### config.mk
export PLATFORM = sky130hd
export DESIGN_NAME = stable_priority_ready_queue_top
export DESIGN_NICKNAME = d
export VERILOG_FILES = /design/src/sv/spq_pkg.sv /design/src/sv/spq_store.sv /design/src/sv/stable_priority_ready_queue_top.sv
export SDC_FILE = /design/constraint.sdc
export NUM_CORES = 1
export LEC_CHECK = 0
export ABC_CLOCK_PERIOD_IN_PS = 4500
export BUFFER_PORTS_ARGS = -buffer_cell sky130_fd_sc_hd__buf_2
export CAP_MARGIN = 20
export CORE_ASPECT_RATIO = 2
export CORE_MARGIN = 2
export CORE_UTILIZATION = 55
export DETAILED_ROUTE_END_ITERATION = 16
export HOLD_SLACK_MARGIN = 0.08
export PLACE_DENSITY_LB_ADDON = 0.25
export SLEW_MARGIN = 20
export SYNTH_ARGS = -nofsm -noshare
export SYNTH_HDL_FRONTEND = slang
export SYNTH_SLANG_ARGS = --single-unit
### constraint.sdc
create_clock -name clk -period 4.5 [get_ports clk]
set_input_delay 0.225 -clock clk [delete_from_list [all_inputs] [get_ports clk]]
set_output_delay 0.225 -clock clk [all_outputs]
set_load 0.01 [all_outputs]
### src/sv/spq_pkg.sv
`timescale 1ns / 1ps
`default_nettype none
package spq_pkg;

    localparam int QUEUE_DEPTH   = 16;
    localparam int PRIORITY_BITS = 4;
    localparam int ID_BITS       = 16;
    localparam int IDX_BITS      = $clog2(QUEUE_DEPTH);
    localparam int CNT_BITS      = $clog2(QUEUE_DEPTH + 1);

    localparam logic FUNC_INSERT  = 1'b0;
    localparam logic FUNC_EXTRACT = 1'b1;

    localparam logic [1:0] ST_DONE  = 2'd0;
    localparam logic [1:0] ST_FULL  = 2'd1;
    localparam logic [1:0] ST_EMPTY = 2'd2;

    typedef struct packed {
        logic                     func;
        logic [ID_BITS-1:0]       proc_id;
        logic [PRIORITY_BITS-1:0] priority_req;
    } in_item_t;

    typedef struct packed {
        logic [1:0]               status;
        logic [ID_BITS-1:0]       out_id;
        logic [PRIORITY_BITS-1:0] out_priority;
        logic [CNT_BITS-1:0]      occupancy;
    } out_item_t;

    typedef struct packed {
        logic [ID_BITS-1:0]       id;
        logic [PRIORITY_BITS-1:0] prio;
    } entry_t;

    typedef struct packed {
        logic                en;
        logic [IDX_BITS-1:0] addr;
        entry_t              data;
    } store_wr_t;

endpackage
`default_nettype wire

### src/sv/spq_store.sv
`timescale 1ns / 1ps
`default_nettype none
module spq_store
    import spq_pkg::*;
(
    input  wire logic                clk,
    input  wire store_wr_t           wr,
    input  wire logic [IDX_BITS-1:0] rd_addr,
    output entry_t                   rd_data
);

    entry_t mem [QUEUE_DEPTH];
    entry_t rd_data_reg;

    always_ff @(posedge clk)
    begin
        if (wr.en)
        begin
            mem[wr.addr] <= wr.data;
        end
        rd_data_reg <= mem[rd_addr];
    end

    assign rd_data = rd_data_reg;

endmodule
`default_nettype wire

### src/sv/stable_priority_ready_queue_top.sv
// Insert answers from S_IDLE when full or empty; else S_INS_RD/S_INS_WR move each
// higher-priority entry back a slot. Extract answers from S_IDLE when empty; else it reads
// the head and shifts the rest down. One item at a time, paced by the registered-read store.
// The result strobe rises for one cycle at the end of the item; the receiver cannot stall.
// Reset empties the queue; slot contents are not cleared and never read before written.
`timescale 1ns / 1ps
`default_nettype none
module stable_priority_ready_queue_top
    import spq_pkg::*;
(
    input  wire logic     clk,
    input  wire logic     rst_n,
    input  wire logic     start,
    output logic          busy,
    input  wire in_item_t in_item,
    output logic          done,
    output out_item_t     result
);

    typedef enum logic [2:0] {
        S_IDLE,
        S_INS_RD,
        S_INS_WR,
        S_EXT_HEAD,
        S_EXT_RD,
        S_EXT_WR
    } state_t;

    state_t              state_reg;
    logic [CNT_BITS-1:0] count_reg;
    logic [IDX_BITS-1:0] hole_reg;
    entry_t              new_reg;
    entry_t              head_reg;
    logic                done_reg;
    out_item_t           result_reg;

    store_wr_t           wr;
    logic [IDX_BITS-1:0] rd_addr;
    entry_t              rd_data;
    logic                accept;

    assign accept = start && (state_reg == S_IDLE);

    spq_store u_store (
        .clk     (clk),
        .wr      (wr),
        .rd_addr (rd_addr),
        .rd_data (rd_data)
    );

    always_comb
    begin
        wr      = '0;
        rd_addr = '0;
        unique case (state_reg)
            S_IDLE:
            begin
                if (accept && in_item.func == FUNC_INSERT && count_reg == '0)
                begin
                    wr.en   = 1'b1;
                    wr.addr = '0;
                    wr.data = '{id: in_item.proc_id, prio: in_item.priority_req};
                end
            end
            S_INS_RD:
            begin
                if (hole_reg == '0)
                begin
                    wr.en   = 1'b1;
                    wr.addr = '0;
                    wr.data = new_reg;
                end
                else
                begin
                    rd_addr = hole_reg - 1'b1;
                end
            end
            S_INS_WR:
            begin
                wr.en   = 1'b1;
                wr.addr = hole_reg;
                wr.data = (rd_data.prio > new_reg.prio) ? rd_data : new_reg;
            end
            S_EXT_HEAD:
            begin
                rd_addr = '0;
            end
            S_EXT_RD:
            begin
                rd_addr = hole_reg + 1'b1;
            end
            S_EXT_WR:
            begin
                wr.en   = 1'b1;
                wr.addr = hole_reg;
                wr.data = rd_data;
            end
            default:
            begin
                rd_addr = '0;
            end
        endcase
    end

    always_ff @(posedge clk or negedge rst_n)
    begin
        if (!rst_n)
        begin
            state_reg <= S_IDLE;
            count_reg <= '0;
            done_reg  <= 1'b0;
        end
        else
        begin
            done_reg <= 1'b0;
            unique case (state_reg)
                S_IDLE:
                begin
                    if (accept)
                    begin
                        new_reg <= '{id: in_item.proc_id, prio: in_item.priority_req};
                        if (in_item.func == FUNC_INSERT)
                        begin
                            if (count_reg == CNT_BITS'(QUEUE_DEPTH))
                            begin
                                done_reg   <= 1'b1;
                                result_reg <= '{status: ST_FULL, out_id: '0,
                                               out_priority: '0, occupancy: count_reg};
                            end
                            else if (count_reg == '0)
                            begin
                                count_reg  <= CNT_BITS'(1);
                                done_reg   <= 1'b1;
                                result_reg <= '{status: ST_DONE, out_id: '0,
                                               out_priority: '0, occupancy: CNT_BITS'(1)};
                            end
                            else
                            begin
                                hole_reg  <= count_reg[IDX_BITS-1:0];
                                state_reg <= S_INS_RD;
                            end
                        end
                        else
                        begin
                            if (count_reg == '0)
                            begin
                                done_reg   <= 1'b1;
                                result_reg <= '{status: ST_EMPTY, out_id: '0,
                                               out_priority: '0, occupancy: '0};
                            end
                            else
                            begin
                                state_reg <= S_EXT_HEAD;
                            end
                        end
                    end
                end
                S_INS_RD:
                begin
                    if (hole_reg == '0)
                    begin
                        count_reg  <= count_reg + 1'b1;
                        done_reg   <= 1'b1;
                        result_reg <= '{status: ST_DONE, out_id: '0,
                                       out_priority: '0, occupancy: count_reg + 1'b1};
                        state_reg  <= S_IDLE;
                    end
                    else
                    begin
                        state_reg <= S_INS_WR;
                    end
                end
                S_INS_WR:
                begin
                    // move the larger entry up and keep scanning, else drop the new one in
                    if (rd_data.prio > new_reg.prio)
                    begin
                        hole_reg  <= hole_reg - 1'b1;
                        state_reg <= S_INS_RD;
                    end
                    else
                    begin
                        count_reg  <= count_reg + 1'b1;
                        done_reg   <= 1'b1;
                        result_reg <= '{status: ST_DONE, out_id: '0,
                                       out_priority: '0, occupancy: count_reg + 1'b1};
                        state_reg  <= S_IDLE;
                    end
                end
                S_EXT_HEAD:
                begin
                    head_reg <= rd_data;
                    hole_reg <= '0;
                    if (count_reg == CNT_BITS'(1))
                    begin
                        count_reg  <= '0;
                        done_reg   <= 1'b1;
                        result_reg <= '{status: ST_DONE, out_id: rd_data.id,
                                       out_priority: rd_data.prio, occupancy: '0};
                        state_reg  <= S_IDLE;
                    end
                    else
                    begin
                        state_reg <= S_EXT_RD;
                    end
                end
                S_EXT_RD:
                begin
                    state_reg <= S_EXT_WR;
                end
                S_EXT_WR:
                begin
                    hole_reg <= hole_reg + 1'b1;
                    // last entry moved down once the next hole is the old tail
                    if ({1'b0, hole_reg} + CNT_BITS'(2) == count_reg)
                    begin
                        count_reg  <= count_reg - 1'b1;
                        done_reg   <= 1'b1;
                        result_reg <= '{status: ST_DONE, out_id: head_reg.id,
                                       out_priority: head_reg.prio,
                                       occupancy: count_reg - 1'b1};
                        state_reg  <= S_IDLE;
                    end
                    else
                    begin
                        state_reg <= S_EXT_RD;
                    end
                end
                default:
                begin
                    state_reg <= S_IDLE;
                end
            endcase
        end
    end

    assign busy   = (state_reg != S_IDLE);
    assign done   = done_reg;
    assign result = result_reg;

endmodule
`default_nettype wire
==> results of run 1 <==
==> through the flow <==
| step | total power [uW] | hold WS (ns) | worst slack (ns) |
|---|---|---|---|
| 2_1_floorplan | 8020 | -0.0706 | 0.954 |
| 3_3_place_gp | 9150 | 0.123 | 1.17 |
| 3_5_place_dp | 9270 | 0.123 | 0.962 |
| 4_1_cts | 12300 | 0.0950 | 0.954 |
| 5_1_grt | 12900 | 0.126 | 0.762 |
| 6_report | 12300 | 0.111 | 0.967 |
==> power breakdown <==
part | total (uW) | internal (uW) | leakage [uW] | switching [uW]
Sequential | 5600 | 5250 | 0.00390 | 350
Clock | 3050 | 1700 | 0.000557 | 1350
Combinational | 3650 | 1180 | 0.00226 | 2470
Total | 12300 | 8130 | 0.00672 | 4170
==> layout by cell type, fill, tap and decap left out, drive strengths merged, types with 21 or more instances in the layout <==
| cell | n |
|---|---|
| dlygate4sd3 | 23 |
| nand2 | 282 |
| mux4 | 21 |
| nor2 | 31 |
| nand4 | 22 |
| and2 | 22 |
| a21oi | 54 |
| buf | 82 |
| clkbuf | 54 |
| edfxtp | 391 |
| nand3 | 131 |
| o21ai | 28 |
==> logic make-up (layout without fill, tap and decap cells) <==
logic type,count (synthesis),count (layout)
AOI/OAI and AO/OA,160,160
xor gates and xnor gates,11,11
adders and majority gates,13,13
buffers and inverters,91,186
DFF,420,420
muxes,27,27
and+or+nand+nor,518,518
==> repair_timing <==
action,CTS,global route
resized for setup,0,0
setup buffers,0,0
hold buffers,23,0
hold endpoints to repair,31,0
==> worst paths after layout <==
kind,start,end,cells past startpoint
max in group asynchronous,rst_n,count_reg[3],2
worst max-delay path,hole_reg[1],u_store.rd_data[19],8
min in group clk,in_item[20],result[26],2
worst max register to register,hole_reg[1],u_store.rd_data[19],8
worst min-delay path,rst_n,count_reg[1],2
worst min register to register,u_store.rd_data[17],head_reg[17],0
==> worst max-delay path, cell delays in order (launching register included) <==
cell                       delay (ns)
sky130_fd_sc_hd__edfxtp_1        0.52
sky130_fd_sc_hd__inv_1           0.20
sky130_fd_sc_hd__ha_1            0.29
sky130_fd_sc_hd__nor3b_1         0.73
sky130_fd_sc_hd__o22a_4          0.56
sky130_fd_sc_hd__buf_12          0.33
sky130_fd_sc_hd__mux4_2          0.55
sky130_fd_sc_hd__nand2_1         0.10
sky130_fd_sc_hd__nand4_1         0.11
==> metal layers <==
layer | vias to the layer above | global-route usage, % | wire [um]
met3 | 73 | 3.20 | 2460
met1 | 5285 | 32.6 | 15400
met2 | 407 | 43.0 | 20300
met4 | 0 | 7.79 | 953
met5 | - | 0 | 0
li1 | 4742 | - | -
==> layout make-up <==
type,instances,area (um^2),area share (%)
well taps,372,465,2.44
repair buffers,105,753,3.94
flip-flops and latches,420,12400,64.8
multi-input cells,729,4310,22.6
inverters,14,52.6,0.275
clock inverters,13,130,0.681
clock buffers,54,1020,5.34
==> summary.md, run 1 <==
| Metric | Value |
|---|---|
| Count of cell types in the netlist | 54 |
| Ranking of synthesized cells by instance count | sky130_fd_sc_hd__edfxtp_1 (391), sky130_fd_sc_hd__nand2_1 (282), sky130_fd_sc_hd__nand3_1 (131) |
| Synthesized area divided by synthesized cell count | 13.7 um^2 |
| DR vias | 10.5k |
| Fraction of the cycle the final worst path needs | 78.5% |
| Critical Setup Path Class | register to register |
| Sink count of the clock tree | 420 |
| Flip-flop count of the largest register after layout | 320 |
| Sort of element at the start of the critical path | register |
| Final hold violation count | 0 |
| Count leader, synth | sky130_fd_sc_hd__edfxtp_1 |
| Post-synthesis instance area | between 15000 and 20000 um^2 |
| Global-route total usage across every layer | about a quarter |
| Cell area after placement | 17700 um^2 |
| Die Span X | around 130 um |
| Cell type contributing the most total cell area after synthesis | sky130_fd_sc_hd__edfxtp_1 |
| Post-Syn Nets | approximately 1.3k |
| Time the final worst path needs with I/O delays and setup | 3.53 ns |
| CTS buffer count | 37 |
| RePlAce Congestion | 0.873 |
| Non-filler cells, final | 1707 |
| Worst Setup End Kind | register |
| Setup TNS | 0 ns |
| Number of fill cells | 2235 |
| Main area contributors after synthesis | sky130_fd_sc_hd__edfxtp_1 (69%), sky130_fd_sc_hd__nand2_1 (6.2%), sky130_fd_sc_hd__nand3_1 (3.9%), sky130_fd_sc_hd__mux4_2 (2.8%), sky130_fd_sc_hd__dfxtp_1 (2.4%) |
| Share of layout cells above drive strength 1 | 14.3% |
| Total wire length | 39100 um |
| Setup slack of the most critical reg-to-reg path | 0.97 ns |
| Max frequency | 283 MHz |
| Compound-cell area share of the yosys netlist | under 10% |
| Max-slew violations | 0 |
| Final count of negative-setup-slack endpoints | 0 |
| Fraction of synthesized area in multiplexers | under 10% |
| Area added between synthesis and finish | 12.7% |
| Total grt overflow | 0 |
| Clock Pin Slew Worst Setup and Hold Paths | 0.07 ns |
| TritonCTS clock tree | yes |
| Mean number of vias per cell | 6.16 |
| Routed wire length per instance | around 23 um |
| Final standard cell area without fillers | 19100 um^2 |
| Xor and xnor area share after synthesis | less than 1% |
| Unrepaired setup endpoints after global routing | false |
| Total of flip-flops plus latches after synthesis | 420 |
| Largest voltage drop on the vdd net | 0.430 mV |
| Number of enable-type register cells in the synthesized netlist | 391 |
| CORE AREA | 30600 um^2 |
| Max Cap Violations | 0 |
| Post-detailed-placement half-perimeter wirelength | 22400 um |
| Worst hold path class | input pin to asynchronous set/reset pin |
| Data required time of the critical path | between 4 and 5 ns |
| DRC Markers | 0 |
| Die Ht | 252 um |
| Main combinational cell family by area after synthesis | simple AND/OR/NAND/NOR gates |
| Die Area | ~32000 um^2 |
| Clock latency reported for the late side of the worst-skew pair | 0.54 ns |
| Share of Yosys cell area claimed by the top area cell type | 69.3% |
| Total power density per cell area | 644 nW/um^2 |
| First-pass GRT wire length | 59900 um |
| Number of iterations in the first detailed-routing pass | 5 |
| Synth Flop Type | sky130_fd_sc_hd__edfxtp_1 |
| H-tree lvl count | 2 |
| Basic-gate share of the synthesized area counting and, or, nand and nor cells | 13.6% |
| Vias in the first global route | 10.3k |
| Root Buffer Master | sky130_fd_sc_hd__clkbuf_16 |
| Clock skew | 0.0208 ns |
| Number of antenna violations at the first check in global routing | 0 |
| CP Max Fanout | 52 |
| Maximum number of pins on one net before global-route repair | 59 |
| Clk buf depth | 3 |
| Ant. Diodes | 0 |
| Post-Route Utilization | 62.4% |
| Num rows | 91 |
| Ports | 53 |
| Number of buffer cells added on primary ports | 52 |
| Number of cells in the design after placement | between 1.5k and 2k |
| Starting DRC count in detailed routing | 1147 |
| Worst-Margin Slew | between 1 and 1.5 ns |
| Endpoint arrival time on the critical path | roughly 3.9 ns |
| Normalized max-slew margin | a little under a third |
| Post-synthesis adder-cell area fraction | 0.960% |
| Status | finished, final reports clean |
| Async SR Flop Fraction | 2.14% |
| Post-synthesis instance total | 1240 |
| Starting density of the core | about 55% |
| Post-synthesis sequential area ratio | between 70% and 80% |
| Final antenna-violating net count | 0 |
| Net count reported at finish | between 1k and 1.5k |
| Leakage | 0.00672 uW |
| Yosys Warn Count | 0 |
Note: power is estimated with default switching activity, not from simulation.
==> run 2: changes to the inputs <==
--- a/config.mk
+++ b/config.mk
@@ -5,7 +5,7 @@
 export SDC_FILE = /design/constraint.sdc
 export NUM_CORES = 1
 export LEC_CHECK = 0
-export ABC_CLOCK_PERIOD_IN_PS = 4500
+export ABC_CLOCK_PERIOD_IN_PS = 3050
 export BUFFER_PORTS_ARGS = -buffer_cell sky130_fd_sc_hd__buf_2
 export CAP_MARGIN = 20
 export CORE_ASPECT_RATIO = 2
==> constraint.sdc (replaced) <==
create_clock -name clk -period 3.05 [get_ports clk]
set_input_delay 0.1525 -clock clk [delete_from_list [all_inputs] [get_ports clk]]
set_output_delay 0.1525 -clock clk [all_outputs]
set_load 0.01 [all_outputs]
==> run 2 against run 1 <==
Compared with the run above:
- die area is the same
- register-to-register slack lost 0.72 ns
- sequential share of layout area shrank 1.1 points
- cell count grew 1.6%
- critical path depth grew 2
==> summary.md, run 2 (synthesis results as in run 1) <==
| Metric | Value |
|---|---|
| Post-Route Utilization | 63.5% (was 62.4%) |
| Footprint of the flip-flops and latches | 12400 um^2 (unchanged) |
| Starting DRC count in detailed routing | 1161 (was 1147) |
| Final antenna-violating net count | 0 (unchanged) |
| H-tree lvl count | 2 (unchanged) |
| Ant. Diodes | 0 (unchanged) |
| Cell area after placement | 18000 um^2 (was 17700 um^2) |
| Unrepaired setup endpoints after global routing | false (unchanged) |
| Largest voltage drop on the vdd net | 0.855 mV (was 0.430 mV) |
| Clock skew | 0.0140 ns (was 0.0208 ns) |
| Number of buffers inserted to repair setup after CTS | 0 (unchanged) |
| Setup TNS | 0 ns (unchanged) |
| Clock Pin Slew Worst Setup and Hold Paths | 0.06 ns (was 0.07 ns) |
| Max-slew violations | 0 (unchanged) |
| Time the final worst path needs with I/O delays and setup | 2.81 ns (was 3.53 ns) |
| RePlAce Congestion | 0.859 (was 0.873) |
| Worst-Margin Slew | 0.665 ns (was 1.04 ns) |
| Global-route total usage across every layer | 26.6% (was 24.8%) |
| Status | finished, final reports clean (unchanged) |
| Number of antenna violations at the first check in global routing | 0 (unchanged) |
| Worst path buffer plus inverter count | 3 (was 2) |
| Vias in the first global route | 10.8k (was 10.3k) |
| Critical Setup Path Class | register to register (unchanged) |
| Routed wire length per instance | 24.6 um (was 22.9 um) |
| Data required time of the critical path | 3.51 ns (was 4.90 ns) |
| Total wire length | 42600 um (was 39100 um) |
| Final count of negative-setup-slack endpoints | 0 (unchanged) |
| First-pass GRT wire length | 63000 um (was 59900 um) |
| CORE AREA | 30600 um^2 (unchanged) |
| Max frequency | 356 MHz (was 283 MHz) |
| Die Area | 32300 um^2 (unchanged) |
| Sink count of the clock tree | 420 (unchanged) |
| Number of buffer cells added on primary ports | 52 (unchanged) |
| Leakage | 0.00690 uW (was 0.00672 uW) |
| Total area of multi-input combinational cells | 4320 um^2 (was 4310 um^2) |
| Final standard cell area without fillers | 19400 um^2 (was 19100 um^2) |
| Share of layout cells above drive strength 1 | 16.8% (was 14.3%) |
| Maximum number of pins on one net before global-route repair | 61 (was 59) |
| DR vias | 10.9k (was 10.5k) |
| Flip-flop count of the largest register after layout | 320 (unchanged) |
| DRC Markers | 0 (unchanged) |
| Ports | 53 (unchanged) |
| Ordered list of cells on the worst path | inv_1 > ha_1 > nor3b_1 > buf_4 > nor3_1 > o22a_1 > nor2_2 > buf_4 > nand3_1 > nand4_1 (was inv_1 > ha_1 > nor3b_1 > o22a_4 > buf_12 > mux4_2 > nand2_1 > nand4_1) |
| Most common cell after layout, fill and taps aside | sky130_fd_sc_hd__edfxtp_1 (unchanged) |
| Max Cap Violations | 0 (unchanged) |
| Fraction of the cycle the final worst path needs | 92.0% (was 78.5%) |
| Area added between synthesis and finish | 14.7% (was 12.7%) |
| Num rows | 91 (unchanged) |
| Normalized max-slew margin | 55.6% (was 30.8%) |
| Setup slack of the most critical reg-to-reg path | 0.24 ns (was 0.97 ns) |
| Hold slack | 0.346 ns (was 0.111 ns) |
| Starting density of the core | 55.3% (unchanged) |
| Most frequent cell on the critical path | sky130_fd_sc_hd__buf_4 |
| Die Ht | 252 um (unchanged) |
| CTS buffer count | 37 (unchanged) |
| Post-detailed-placement half-perimeter wirelength | 23600 um (was 22400 um) |
| Mean number of vias per cell | 6.26 (was 6.16) |
| TritonCTS clock tree | yes (unchanged) |
| Final hold violation count | 0 (unchanged) |
| Sort of element at the start of the critical path | register (unchanged) |
| Clock latency reported for the late side of the worst-skew pair | 0.54 ns (about the same) |
| Net count reported at finish | 1377 (was 1344) |
| Cell with the largest stage delay on the worst path | sky130_fd_sc_hd__nor2_2 (was sky130_fd_sc_hd__nor3b_1) |
| CP Max Fanout | 12 (was 52) |
| Longest individual stage delay on the worst path | 0.51 ns (was 0.73 ns) |
| Root Buffer Master | sky130_fd_sc_hd__clkbuf_16 (unchanged) |
| Worst Setup End Kind | register (unchanged) |
| Worst hold path class | input pin to register (was input pin to asynchronous set/reset pin) |
| Die Span X | 128 um (unchanged) |
| Number of fill cells | 2189 (was 2235) |
| Endpoint arrival time on the critical path | 3.27 ns (was 3.94 ns) |
| Total power | 18500 uW (was 12300 uW) |
| Clk buf depth | 3 (unchanged) |
| Most used cells in the layout excluding fill and tap cells | sky130_fd_sc_hd__edfxtp_1 (391), sky130_fd_sc_hd__nand2_1 (281), sky130_fd_sc_hd__nand3_1 (131), sky130_fd_sc_hd__a21oi_1 (53), sky130_fd_sc_hd__buf_2 (52) (unchanged) |
| Total grt overflow | 0 (unchanged) |
| Number of iterations in the first detailed-routing pass | 8 (was 5) |
| Cell class contributing the biggest share of worst-path delay | simple AND/OR/NAND/NOR gates (unchanged) |
| Total power density per cell area | 954 nW/um^2 (was 644 nW/um^2) |
[run 2: path summary, 6_finish.rpt]
kind                                          from                  to  depth (start not counted)
worst min-delay path                    in_item[4]          new_reg[4]                          2
min in group asynchronous                    rst_n        state_reg[0]                          3
worst min register to register  u_store.rd_data[9]         head_reg[9]                          0
worst max register to register         hole_reg[1]  u_store.rd_data[0]                         10
max in group asynchronous                    rst_n        count_reg[3]                          3
worst max-delay path                   hole_reg[1]  u_store.rd_data[0]                         10
[run 2: layout make-up]
type	instances	area share [%]
Timing Repair Buffer	138	5.63
Multi-Input combinational cell	729	22.2
Tap cell	372	2.39
Clock buffer	41	4.89
Sequential cell	420	63.6
Inverter	14	0.270
Clock inverter	21	0.959
[run 2: timing repair]
item	CTS	global route
hold buffers	25	0
setup endpoints to repair	0	180
hold endpoints to repair	34	0
gates resized for setup	0	2
[run 2: per-stage QoR]
stage	std cells	worst slack (ns)
final	1735	0.244
after detailed placement	1648	0.117
after global routing	1735	0.0812
after global placement	1648	0.162
after CTS	1735	0.0885
after floorplan	1240	0.00650
[run 2: routing by layer]
layer	global-route usage, %	wire length (um)	up-vias
met5	0	0	-
met4	11.5	1720	0
met3	3.90	3190	120
met2	45.5	21600	547
met1	33.8	16200	5379
li1	-	-	4812
[run 2: power breakdown]
group / internal (uW) / switching [uW] / total [uW]
Sequential: 7730 / 380 / 8110
Combinational: 2020 / 3920 / 5950
Clock: 2440 / 2040 / 4470
Total: 12200 / 6340 / 18500
==> run 3: changes to the inputs <==
--- a/config.mk
+++ b/config.mk
@@ -8,13 +8,16 @@
 export ABC_CLOCK_PERIOD_IN_PS = 3050
 export BUFFER_PORTS_ARGS = -buffer_cell sky130_fd_sc_hd__buf_2
 export CAP_MARGIN = 20
+export CELL_PAD_IN_SITES_DETAIL_PLACEMENT = 0
+export CELL_PAD_IN_SITES_GLOBAL_PLACEMENT = 1
 export CORE_ASPECT_RATIO = 2
 export CORE_MARGIN = 2
-export CORE_UTILIZATION = 55
+export CORE_UTILIZATION = 49
 export DETAILED_ROUTE_END_ITERATION = 16
 export HOLD_SLACK_MARGIN = 0.08
 export PLACE_DENSITY_LB_ADDON = 0.25
 export SLEW_MARGIN = 20
 export SYNTH_ARGS = -nofsm -noshare
 export SYNTH_HDL_FRONTEND = slang
+export SYNTH_HIERARCHICAL = 1
 export SYNTH_SLANG_ARGS = --single-unit
==> run 3 against run 2 <==
Compared with the run above:
- area after synthesis decreased by 1.1%
- maximum frequency decreased by 2.6%
- register-to-register slack got worse by 0.08 ns
- die area increased by 11%
- sequential power decreased by 24%
- global-route usage decreased by 3.5 points
- non-clock buffer count increased by 18
- critical endpoint is now u_store/rd_data[0]
- largest cell class unchanged
==> summary.md, run 3 <==
| Metric | Value |
|---|---|
| Status | finished, final reports clean (unchanged) |
| Combinational fraction of design power | 0.6% (was 32.1%) |
| Cell type contributing the most total cell area after synthesis | sky130_fd_sc_hd__edfxtp_1 (unchanged) |
| Total of flip-flops plus latches after synthesis | 420 (unchanged) |
| Flip-flop count of the largest register after layout | 320 (unchanged) |
| Starting DRC count in detailed routing | 521 (was 1161) |
| Global-route total usage across every layer | 23.2% (was 26.6%) |
| Worst hold path class | input pin to register (unchanged) |
| Sink count of the clock tree | 420 (unchanged) |
| Clock Pin Slew Worst Setup and Hold Paths | 0.07 ns (was 0.06 ns) |
| RePlAce Congestion | 0.839 (was 0.859) |
| Post-synthesis sequential area ratio | 73.8% (was 73.0%) |
| Critical Setup Path Class | register to register (unchanged) |
| DRC Markers | 0 (unchanged) |
| End of the worst hold path | new_reg[16] (was new_reg[4]) |
| Routed wire length per instance | 27.3 um (was 24.6 um) |
| Cell area after placement | 18200 um^2 (was 18000 um^2) |
| Final hold violation count | 0 (unchanged) |
| Smallest setup slack after layout | 0.169 ns (was 0.244 ns) |
| First-pass GRT wire length | 59300 um (was 63000 um) |
| Data required time of the critical path | 3.44 ns (was 3.51 ns) |
| Number of buffer cells added on primary ports | 52 (unchanged) |
| Synthesized area divided by synthesized cell count | 19.2 um^2 (was 13.7 um^2) |
| Normalized max-slew margin | 39.7% (was 55.6%) |
| Post-detailed-placement half-perimeter wirelength | 26900 um (was 23600 um) |
| Max-slew violations | 0 (unchanged) |
| Sort of element at the start of the critical path | register (unchanged) |
| Maximum number of pins on one net before global-route repair | 30 (was 61) |
| Leakage | 0.00585 uW (was 0.00690 uW) |
| R2r endpoint | u_store/rd_data[0] (was u_store.rd_data[0]) |
| Endpoint arrival time on the critical path | 3.27 ns (about the same) |
| TritonCTS clock tree | yes (unchanged) |
| Die Ht | 266 um (was 252 um) |
| Worst-Margin Slew | 0.901 ns (was 0.665 ns) |
| Longest individual stage delay on the worst path | 0.58 ns (was 0.51 ns) |
| Unrepaired setup endpoints after global routing | false (unchanged) |
| Ranking of synthesized cells by instance count | sky130_fd_sc_hd__edfxtp_1 (391), sky130_fd_sc_hd__mux4_2 (64), sky130_fd_sc_hd__a22oi_1 (43) (was sky130_fd_sc_hd__edfxtp_1 (391), sky130_fd_sc_hd__nand2_1 (282), sky130_fd_sc_hd__nand3_1 (131)) |
| Largest voltage drop on the vdd net | 0.438 mV (was 0.855 mV) |
| Synth Flop Type | sky130_fd_sc_hd__edfxtp_1 (unchanged) |
| Max Cap Violations | 0 (unchanged) |
| Most used cells in the layout excluding fill and tap cells | sky130_fd_sc_hd__edfxtp_1 (391), sky130_fd_sc_hd__buf_4 (67), sky130_fd_sc_hd__mux4_2 (64), sky130_fd_sc_hd__buf_2 (52), sky130_fd_sc_hd__a22oi_1 (42) (was sky130_fd_sc_hd__edfxtp_1 (391), sky130_fd_sc_hd__nand2_1 (281), sky130_fd_sc_hd__nand3_1 (131), sky130_fd_sc_hd__a21oi_1 (53), sky130_fd_sc_hd__buf_2 (52)) |
| Time the final worst path needs with I/O delays and setup | 2.88 ns (was 2.81 ns) |
| Setup slack of the most critical reg-to-reg path | 0.17 ns (was 0.24 ns) |
| Total wire length | 40400 um (was 42600 um) |
| Worst Setup End Kind | register (unchanged) |
| Max frequency | 347 MHz (was 356 MHz) |
| Count leader, synth | sky130_fd_sc_hd__edfxtp_1 (unchanged) |
| Part of the power in the clock network | 42.1% (was 24.1%) |
| Startpoint of the most critical register-to-register path | hole_reg[0] (was hole_reg[1]) |
| Post-Syn Nets | 909 (was 1277) |
| Number of antenna violations at the first check in global routing | 0 (unchanged) |
| Ordered list of cells on the worst path | inv_1 > ha_1 > nor3b_2 > or2_1 > a21oi_4 > buf_12 > buf_12 > mux4_1 > a22oi_1 > nand2_1 (was inv_1 > ha_1 > nor3b_1 > buf_4 > nor3_1 > o22a_1 > nor2_2 > buf_4 > nand3_1 > nand4_1) |
| Area added between synthesis and finish | 16.9% (was 14.7%) |
| Count of cell types in the netlist | 64 (was 54) |
| Total area of multi-input combinational cells | 4210 um^2 (was 4320 um^2) |
| Total power density per cell area | 552 nW/um^2 (was 954 nW/um^2) |
| Footprint of the flip-flops and latches | 12400 um^2 (unchanged) |
| Cell with the largest stage delay on the worst path | sky130_fd_sc_hd__mux4_1 (was sky130_fd_sc_hd__nor2_2) |
| Hold path depth | 2 (unchanged) |
| Flop pwr share | 57.3% (was 43.8%) |
| Post-synthesis instance total | 872 (was 1240) |
| Root Buffer Master | sky130_fd_sc_hd__clkbuf_16 (unchanged) |
| Clock latency reported for the late side of the worst-skew pair | 0.53 ns (was 0.54 ns) |
| Most frequent cell on the critical path | sky130_fd_sc_hd__buf_12 (was sky130_fd_sc_hd__buf_4) |
| Vias in the first global route | 9305 (was 10.8k) |
| Power Internal | 8820 uW (was 12200 uW) |
| Die Span X | 135 um (was 128 um) |
| DR vias | 8822 (was 10.9k) |
| DP Worst Slack | 0.152 ns (was 0.117 ns) |
| Clock skew | 0.0314 ns (was 0.0140 ns) |
| Total grt overflow | 0 (unchanged) |
| Most common cell after layout, fill and taps aside | sky130_fd_sc_hd__edfxtp_1 (unchanged) |
| Share of Yosys cell area claimed by the top area cell type | 70.1% (was 69.3%) |
| CTS buffer count | 36 (was 37) |
| Fraction of the cycle the final worst path needs | 94.4% (was 92.0%) |
| Mean number of vias per cell | 5.97 (was 6.26) |
| Yosys Warn Count | 6 (was 0) |
| Net count reported at finish | 1052 (was 1377) |
| Number of enable-type register cells in the synthesized netlist | 391 (unchanged) |
| Final count of negative-setup-slack endpoints | 0 (unchanged) |
| Starting density of the core | 49.8% (was 55.3%) |
| Final standard cell area without fillers | 19600 um^2 (was 19400 um^2) |
| Clk buf depth | 3 (unchanged) |
| Number of fill cells | 2495 (was 2189) |
| Post-synthesis instance area | 16800 um^2 (was 16900 um^2) |
| Number of iterations in the first detailed-routing pass | 4 (was 8) |
| Num rows | 95 (was 91) |
| CORE AREA | 33600 um^2 (was 30600 um^2) |
| Final antenna-violating net count | 0 (unchanged) |
| CP Max Fanout | 25 (was 12) |
| Cell depth of the worst flop-to-flop path | 10 (unchanged) |
| Ports | 53 (unchanged) |
| Main area contributors after synthesis | sky130_fd_sc_hd__edfxtp_1 (70%), sky130_fd_sc_hd__mux4_2 (8.6%), sky130_fd_sc_hd__mux4_1 (2.5%), sky130_fd_sc_hd__dfxtp_1 (2.4%), sky130_fd_sc_hd__a22o_1 (2.1%) (was sky130_fd_sc_hd__edfxtp_1 (69%), sky130_fd_sc_hd__nand2_1 (6.2%), sky130_fd_sc_hd__nand3_1 (3.9%), sky130_fd_sc_hd__mux4_2 (2.8%), sky130_fd_sc_hd__dfxtp_1 (2.4%)) |
| Share of layout cells above drive strength 1 | 28.4% (was 16.8%) |
| Die Area | 35800 um^2 (was 32300 um^2) |
| Async SR Flop Fraction | 2.14% (unchanged) |
| Hold path start | in_item[16] (was in_item[4]) |
| H-tree lvl count | 2 (unchanged) |
| Net switching power | 2000 uW (was 6340 uW) |
| Switching share of total power | 18.5% (was 34.2%) |
| Ant. Diodes | 0 (unchanged) |
==> run 3: final cells by class <==
| cell class | instances | area share (%) |
|---|---|---|
| sequential | 420 | 63.1 |
| multi-input combinational | 388 | 21.5 |
| clock buffer | 47 | 5.12 |
| timing repair buffer | 156 | 6.35 |
| clock inverter | 17 | 0.887 |
| tap | 436 | 2.78 |
| inverter | 13 | 0.249 |
==> run 3: cell families after synthesis <==
group	synth area share [%]
flip-flops	73.8
multiplexers	11.6
buffers and inverters	1.96
adder cells (fa/ha/maj)	0.970
AND/OR/NAND/NOR	3.98
AO/OA/AOI/OAI	7.29
XOR/XNOR	0.463
==> run 3: timing repair <==
action	CTS	global route
buffers inserted	0	0
hold endpoints to repair	31	0
hold buffers	25	0
resized for setup	0	2
setup endpoints to repair	0	2
==> run 3: power by group through the flow <==
stage / sequential, uW / clock (uW) / combinational, uW
after floorplan: 6330 / 0 / 4.18
after global placement: 6330 / 0 / 35.4
after detailed placement: 6330 / 0 / 35.5
after CTS: 6200 / 4660 / 62.4
after global routing: 6200 / 4860 / 65.2
final: 6200 / 4560 / 61.8
==> run 3: layer usage <==
layer / vias up / wire length, um / GRT usage, %
met5: - / 0 / 0
met4: 0 / 1790 / 10.1
met2: 251 / 23400 / 45.3
met1: 4593 / 13600 / 24.3
met3: 101 / 1560 / 2.69
li1: 3877 / - / -
==> run 3: worst max path at each step <==
stage / cells past startpoint / to / startpoint / slack [ns]
detailed placement: 10 / u_store/rd_data[11] / hole_reg[0] / 0.15
global placement: 7 / u_store/mem[1][1] / new_reg[3] / 0.02
floorplan: 10 / u_store/mem[1][0] / count_reg[0] / -0.32
global route: 10 / u_store/rd_data[19] / hole_reg[0] / 0.03
finish: 10 / u_store/rd_data[0] / hole_reg[0] / 0.17
CTS: 10 / u_store/rd_data[11] / hole_reg[0] / 0.14
==> run 3: through the flow <==
step | power, uW | hold WS (ns) | TNS [ns] | util [%] | cells
after global routing | 11100 | 0.368 | 0 | 58.3 | 1477
after CTS | 10900 | 0.339 | 0 | 58.2 | 1477
after floorplan | 6330 | -0.143 | -19.14 | - | 872
after detailed placement | 6360 | 0.0737 | 0 | 54.0 | 1388
after global placement | 6360 | 0.0696 | 0 | 54.0 | 1388
final | 10800 | 0.358 | 0 | 58.3 | 1477
==> run 3: critical path, delay by kind of cell (launching register included) <==
family / cells / cell delay [ns]
mux: 1 / 0.58
simple gates: 3 / 0.63
fa+ha+maj: 1 / 0.28
compound gates: 2 / 0.42
buf+inv: 3 / 0.45
flops: 1 / 0.35
